--- src/rtl/core/psl_pkg.sv ---
// Shared types and constants for the per-sensor loss and range statistics block.
`timescale 1ns / 1ps
`default_nettype none

package psl_pkg;

    localparam int ID_W    = 4;
    localparam int SEQ_W   = 32;
    localparam int VAL_W   = 32;
    localparam int CNT_W   = 32;
    localparam int SUM_W   = 64;
    localparam int IN_W    = SEQ_W + VAL_W;
    localparam int ENTRY_W = 3 * CNT_W + 2 * VAL_W + SUM_W;

    // One table entry; the last member sits in the lowest bits.
    typedef struct packed {
        logic signed [SUM_W-1:0] sum_value;
        logic signed [VAL_W-1:0] max_value;
        logic signed [VAL_W-1:0] min_value;
        logic        [SEQ_W-1:0] high_seq;
        logic        [CNT_W-1:0] lost;
        logic        [CNT_W-1:0] received;
    } t_entry;

    typedef enum logic {
        ST_IDLE,
        ST_CALC
    } t_state;

endpackage

`default_nettype wire

--- src/rtl/core/psl_entry_update.sv ---
// Read-modify-write arithmetic for one sensor table entry.
`timescale 1ns / 1ps
`default_nettype none

module psl_entry_update (
    input  wire logic                         i_tracked,
    input  wire psl_pkg::t_entry              i_old,
    input  wire logic [psl_pkg::SEQ_W-1:0]    i_seq,
    input  wire logic signed [psl_pkg::VAL_W-1:0] i_value,
    output psl_pkg::t_entry                   o_new
);
    import psl_pkg::*;

    logic [SEQ_W:0]   seq33;
    logic [SEQ_W:0]   last33;
    logic             gap_hit;
    logic [SEQ_W-1:0] gap;
    logic [CNT_W:0]   lost_sum;
    logic signed [SUM_W-1:0] val_ext;
    logic signed [SUM_W-1:0] sum_raw;
    logic             sum_ovf;
    t_entry           upd;

    always_comb begin
        seq33    = {1'b0, i_seq};
        last33   = {1'b0, i_old.high_seq};
        gap_hit  = seq33 > (last33 + (SEQ_W+1)'(1));
        gap      = i_seq - i_old.high_seq - SEQ_W'(1);
        lost_sum = {1'b0, i_old.lost} + {1'b0, gap};
        val_ext  = SUM_W'(i_value);
        sum_raw  = i_old.sum_value + val_ext;
        // Overflow when both operands share a sign that the result lacks.
        sum_ovf  = (i_old.sum_value[SUM_W-1] == val_ext[SUM_W-1])
                && (sum_raw[SUM_W-1] != val_ext[SUM_W-1]);

        upd.received = (&i_old.received) ? i_old.received : i_old.received + CNT_W'(1);
        if (gap_hit) begin
            upd.lost = lost_sum[CNT_W] ? {CNT_W{1'b1}} : lost_sum[CNT_W-1:0];
        end else begin
            upd.lost = i_old.lost;
        end
        upd.high_seq  = (i_seq > i_old.high_seq) ? i_seq : i_old.high_seq;
        upd.min_value = (i_value < i_old.min_value) ? i_value : i_old.min_value;
        upd.max_value = (i_value > i_old.max_value) ? i_value : i_old.max_value;
        if (sum_ovf) begin
            upd.sum_value = val_ext[SUM_W-1] ? {1'b1, {(SUM_W-1){1'b0}}}
                                             : {1'b0, {(SUM_W-1){1'b1}}};
        end else begin
            upd.sum_value = sum_raw;
        end

        if (i_tracked) begin
            o_new = upd;
        end else begin
            o_new.received  = CNT_W'(1);
            o_new.lost      = '0;
            o_new.high_seq  = i_seq;
            o_new.min_value = i_value;
            o_new.max_value = i_value;
            o_new.sum_value = val_ext;
        end
    end

endmodule

`default_nettype wire

--- src/rtl/core/per_sensor_loss_and_range_stats.sv ---
// Top level: per-sensor packet loss counters with min, max and sum of sample values.
// An accepted item's entry is read into a register; the result is loaded in the
// update state once the output register is free. A new item is taken only in the
// idle state, after the last one is updated and written back to the table.
// Reset (synchronous, active low) clears the control state and the per-sensor
// tracked flags; the table contents stay undefined and need no clearing pass.
`timescale 1ns / 1ps
`default_nettype none

module per_sensor_loss_and_range_stats #(
    parameter int SENSORS = 8
) (
    input  wire logic                          i_clk,
    input  wire logic                          i_rst_n,
    // Input item: tdata = seq[31:0], value[63:32]; tuser = sensor_id[3:0].
    input  wire logic                          i_s_axis_tvalid,
    output logic                               o_s_axis_tready,
    input  wire logic [psl_pkg::IN_W-1:0]      i_s_axis_tdata,
    input  wire logic [psl_pkg::ID_W-1:0]      i_s_axis_tuser,
    // Result item: tdata = received[31:0], lost[63:32], high_seq[95:64],
    // min_value[127:96], max_value[159:128], sum_value[223:160];
    // tuser = accepted[0].
    output logic                               o_m_axis_tvalid,
    input  wire logic                          i_m_axis_tready,
    output logic [psl_pkg::ENTRY_W-1:0]        o_m_axis_tdata,
    output logic                               o_m_axis_tuser
);
    import psl_pkg::*;

    localparam int IDX_W = (SENSORS > 1) ? $clog2(SENSORS) : 1;
    localparam logic [ID_W:0] SENSORS_L = (ID_W+1)'(SENSORS);

    // Control state.
    t_state r_state, n_state;
    logic   r_out_valid;
    logic [SENSORS-1:0] r_tracked;

    // Item held while its entry is read and updated.
    logic                    r_id_ok;
    logic [IDX_W-1:0]        r_idx;
    logic [SEQ_W-1:0]        r_seq;
    logic signed [VAL_W-1:0] r_value;

    // Sensor table: one entry per sensor, registered read port.
    t_entry r_mem [SENSORS];
    t_entry r_rd_entry;

    t_entry r_out_entry;
    logic   r_out_accepted;

    logic   in_fire;
    logic   load_out;
    logic   in_id_ok;
    logic [IDX_W-1:0] in_idx;
    t_entry new_entry;

    assign in_fire  = i_s_axis_tvalid && o_s_axis_tready;
    assign in_id_ok = {1'b0, i_s_axis_tuser} < SENSORS_L;
    assign in_idx   = i_s_axis_tuser[IDX_W-1:0];

    // The update finishes once the output register is free or being emptied.
    always_comb begin
        n_state = r_state;
        case (r_state)
            ST_IDLE: begin
                if (in_fire) begin
                    n_state = ST_CALC;
                end
            end
            ST_CALC: begin
                if (!r_out_valid || i_m_axis_tready) begin
                    n_state = ST_IDLE;
                end
            end
            default: n_state = ST_IDLE;
        endcase
    end

    // No item is taken while reset is held.
    always_comb begin
        o_s_axis_tready = 1'b0;
        load_out        = 1'b0;
        case (r_state)
            ST_IDLE: o_s_axis_tready = i_rst_n;
            ST_CALC: load_out = !r_out_valid || i_m_axis_tready;
            default: begin
                o_s_axis_tready = 1'b0;
                load_out        = 1'b0;
            end
        endcase
    end

    always_ff @(posedge i_clk) begin
        if (!i_rst_n) begin
            r_state     <= ST_IDLE;
            r_out_valid <= 1'b0;
            r_tracked   <= '0;
        end else begin
            r_state <= n_state;
            if (load_out) begin
                r_out_valid <= 1'b1;
            end else if (i_m_axis_tready) begin
                r_out_valid <= 1'b0;
            end
            if (load_out && r_id_ok) begin
                r_tracked[r_idx] <= 1'b1;
            end
        end
    end

    // Item capture and table read; the read address is the incoming sensor.
    always_ff @(posedge i_clk) begin
        if (in_fire) begin
            r_id_ok    <= in_id_ok;
            r_idx      <= in_idx;
            r_seq      <= i_s_axis_tdata[SEQ_W-1:0];
            r_value    <= i_s_axis_tdata[IN_W-1:SEQ_W];
            r_rd_entry <= r_mem[in_idx];
        end
    end

    psl_entry_update u_update (
        .i_tracked (r_tracked[r_idx]),
        .i_old     (r_rd_entry),
        .i_seq     (r_seq),
        .i_value   (r_value),
        .o_new     (new_entry)
    );

    // Write-back happens in the same cycle the result is loaded. The table is read
    // only in the idle state, after the write-back in the update state, so no forwarding is needed.
    always_ff @(posedge i_clk) begin
        if (load_out && r_id_ok) begin
            r_mem[r_idx] <= new_entry;
        end
    end

    always_ff @(posedge i_clk) begin
        if (load_out) begin
            r_out_accepted <= r_id_ok;
            r_out_entry    <= r_id_ok ? new_entry : '0;
        end
    end

    assign o_m_axis_tvalid = r_out_valid;
    assign o_m_axis_tdata  = r_out_entry;
    assign o_m_axis_tuser  = r_out_accepted;

    // An accepted item always moves into the update cycle.
    a_fire_to_calc: assert property (@(posedge i_clk) disable iff (!i_rst_n)
        in_fire |=> (r_state == ST_CALC))
        else $error("accepted item did not enter the update cycle");

    // A new result only appears right after an update cycle.
    a_result_source: assert property (@(posedge i_clk) disable iff (!i_rst_n)
        $rose(o_m_axis_tvalid) |-> $past(r_state == ST_CALC))
        else $error("result appeared without an update cycle");

    // A rejected sensor gives an all-zero result.
    a_reject_zero: assert property (@(posedge i_clk) disable iff (!i_rst_n)
        (o_m_axis_tvalid && !o_m_axis_tuser) |-> (o_m_axis_tdata == '0))
        else $error("rejected sensor produced nonzero statistics");

    // An updated entry has counted at least one report.
    a_received_nonzero: assert property (@(posedge i_clk) disable iff (!i_rst_n)
        (o_m_axis_tvalid && o_m_axis_tuser) |-> (o_m_axis_tdata[CNT_W-1:0] != '0))
        else $error("updated entry reports zero received");

endmodule

`default_nettype wire
--- config.mk ---
export PLATFORM = sky130hd
export DESIGN_NAME = per_sensor_loss_and_range_stats
export DESIGN_NICKNAME = d
export VERILOG_FILES = /design/src/rtl/core/psl_pkg.sv /design/src/rtl/core/psl_entry_update.sv /design/src/rtl/core/per_sensor_loss_and_range_stats.sv
export SDC_FILE = /design/constraint.sdc
export NUM_CORES = 2
export LEC_CHECK = 0
export BUFFER_PORTS_ARGS = -buffer_cell sky130_fd_sc_hd__buf_2
export CAP_MARGIN = 0
export CORE_ASPECT_RATIO = 1.5
export CORE_UTILIZATION = 23
export CTS_BUF_LIST = sky130_fd_sc_hd__clkbuf_8
export CTS_CLUSTER_SIZE = 14
export DETAILED_ROUTE_END_ITERATION = 8
export GPL_ROUTABILITY_DRIVEN = 0
export GPL_TIMING_DRIVEN = 0
export HOLD_SLACK_MARGIN = 0.08
export PLACE_DENSITY = 0.37
export SLEW_MARGIN = 30
export SYNTH_ARGS = -nofsm -noshare
export SYNTH_HDL_FRONTEND = slang
export SYNTH_SLANG_ARGS = --single-unit
--- constraint.sdc ---
create_clock -name i_clk -period 97.3 [get_ports i_clk]
set_input_delay 9.73 -clock i_clk [delete_from_list [all_inputs] [get_ports i_clk]]
set_output_delay 9.73 -clock i_clk [all_outputs]
set_load 0.05 [all_outputs]
==> impl_metrics.toml <==
[finish]
final_nets = 6717
syn2layout_area_growth_pct = 21.65
drive_gt1_frac = 0.3031
design_area_um2 = 119600

[timing]
setup_viol = 0
rsz0062_at_grt = "no"
worst_slew_pin_slew_ns = 1.040
period_minus_slack_ns = 20.01
hold_violations = 0
setup_ws_ns = 77.29
fmax_mhz = 49.97
finalClockSkew_ns = 0.08838
fin_tns_setup_ns = 0
relSlewSlack = 0.3068
slew_violations = 0
timing.final.crit_share = 0.2057

[setup_path]
crit_path_max_fanout = 2
arrival_ns = 10.28
worstSetupPathType = "in -> out"
crit_start = "i_rst_n"
timing.rr.start = "r_rd_entry[64]$_DFFE_PP_"
critical_path.cell_chain = "buf_2 -> nor2b_1 -> buf_2"
cp_top_family = "buffers and inverters"
r2r_setup_slack_ns = 90.37
cp_num_cells = 3
max_stage_delay_ns = 0.29
cp_slowest_cell = "buf_2"
reg2regPathDepth = 23
start_kind = "primary input"
cp-end-kind = "output pin"
cp_common_cell = "buf_2"
cp.required_ns = 87.57
path_buf_inv = 2

[clock_tree]
ctsResizeCount = 0
cts_tree = "done"
clk_latency_ns = 1.14
hold_buffers = 0
clock_path_buffers = 4
cts_htree_levels = 5
postCtsSetupBuffers = 0
numCtsBuffers = 391
clk_pin_slew_ns = 0.05
cts.sinks = 2319
clock-root-buffer = "clkbuf_8"

[route]
ant_nets = 0
drt-met1-wl_um = 134100
drc = 0
drt_iter0_drc = 3660
num_vias = 53790
routed-wl-met3_um = 10670
wl_per_cell_um = 26.19
highest_layer = "met5"
first_pass_iters = 5
wl_met2_um = 169200
viasPerCell = 4.361
totalWireLength_um = 323000

[global_routing]
grt_max_degree = 34
grt_pass1_vias = 57830
grt_pass1_wl_um = 453100
grt_overflow = 0
track_usage = 0.1481
grt_antenna_before_repair = 26

[synthesis]
ys_seq_area_frac = 0.7073
synth_adder_area_share = 0.02988
synth_cells = 5443
synth-xor-area-share = 0.01504
ys_warn_count = 0
synth_area_leaders = "edfxtp_1, mux4_2, mux2_2"
synth_edf_count = 2309
synth.top_cell.area_share = 0.7053
synth_top_family_by_area = "multiplexers"
syn-cell-area_um2 = 98310
synthMuxAreaShare = 0.1432
synthFlopType = "edfxtp_1"
synth_compound_area_frac = 0.04215
async_reset_ff_frac = 0
synth.distinct_cells = 89
yosysMostFrequentCell = "edfxtp_1"
yosys-top-cells-count = "edfxtp_1, mux4_2, mux2_2"
synth-seq-cells = 2319
synth_top_area_cell = "edfxtp_1"
postSynthAreaPerCell_um2 = 18.06
syn_nets = 5748
synth_simple_gate_area_frac = 0.04673

[power_and_ir_drop]
p_per_area_nw_per_um2 = 18.06
p_int_mw = 1.602
ir_drop_mv = 0.01047
p_sw_mw = 0.5577
p_leak_nw = 40.96
power_frac_clock = 0.393
swShare = 0.2583
pwr-share-seq = 0.520
combPwrFrac = 0.087

[hold_path]
whs_path_depth = 1
hp-class = "reg -> reg"
min_from = "r_tracked[3]$_SDFFE_PN0P_"

[floorplan]
rows = 293
die_w_um = 535.8
die_h_um = 802.7
initial_core_util = 0.2314
ioPinCount = 299
coreArea_um2 = 424900
dieArea_um2 = 430100

[placed_design]
dpl_worst_slack_ns = 77.29
io_buffers = 298
placed_cell_area_um2 = 112300
dp_hpwl_um = 232400

[status]
status = "finished clean"

[job]
drv_cap = 0
[final timing paths]
kind | to
worst max-delay path | o_s_axis_tready
worst max register to register | r_mem[7][32]$_DFFE_PP_
worst min register to register | r_tracked[3]$_SDFFE_PN0P_
worst min-delay path | r_tracked[3]$_SDFFE_PN0P_
[metal layers]
metal	vias up	GRT usage
met5	-	0
li1	23800	-
met3	432	0.01920
met4	2	0.04355
met1	28420	0.1813
met2	1143	0.2687
[sequential cells by signal, summed over array words and instances (netlist names)]
name and count:
r_id_ok 1, r_value 32, r_seq 32, o_m_axis_tvalid 1
r_state 1, o_m_axis_tuser 1, r_mem 1792, r_rd_entry 224
r_tracked 8, r_idx 3, o_m_axis_tdata 224
[cells by family after synthesis]
kind of cell	after synthesis
AO/OA/AOI/OAI	655
buffers and inverters	371
XOR/XNOR	168
AND/OR/NAND/NOR	890
multiplexers	807
adder cells (fa/ha/maj)	233
flip-flops	2319
[metrics by stage]
stage	power, mW	instances	utilization	hold slack, ns
finish	2.160	12330	0.2815	0.4611
global route	2.250	12330	0.2814	0.4783
CTS	2.205	12330	0.2814	0.4621
detailed placement	1.336	11620	0.2642	0.4486
global placement	1.340	11350	0.2514	0.4452
floorplan	1.264	5443	-	0.4336
[cell type report]
cell class	count	area [µm²]
fillers	42550	305300
flip-flops and latches	2319	69540
multi-input cells	2753	27350
well taps	5605	7013
repair buffers	576	6750
clock buffers	399	5492
clock inverters	303	1802
plain buffers	228	1100
inverters	143	536.8
diodes	8	20.02
[power by group through the flow]
stage,clock network [mW],logic [mW],registers (mW)
after detailed placement,0,0.192,1.14
after global routing,0.922,0.204,1.12
after global placement,0,0.181,1.16
after floorplan,0,0.107,1.16
after CTS,0.889,0.193,1.12
final,0.848,0.188,1.12
[cell usage in the layout, fill, tap and decap left out, types with 119 or more instances in the layout]
cell type,count
clkbuf_8,399
ha_1,230
mux2_2,304
edfxtp_1,2309
nand2_1,205
buf_16,141
nor2_1,251
o21ai_0,119
mux4_2,448
a21oi_1,216
inv_1,254
buf_2,362
Note: power is estimated with default switching activity, not from simulation.
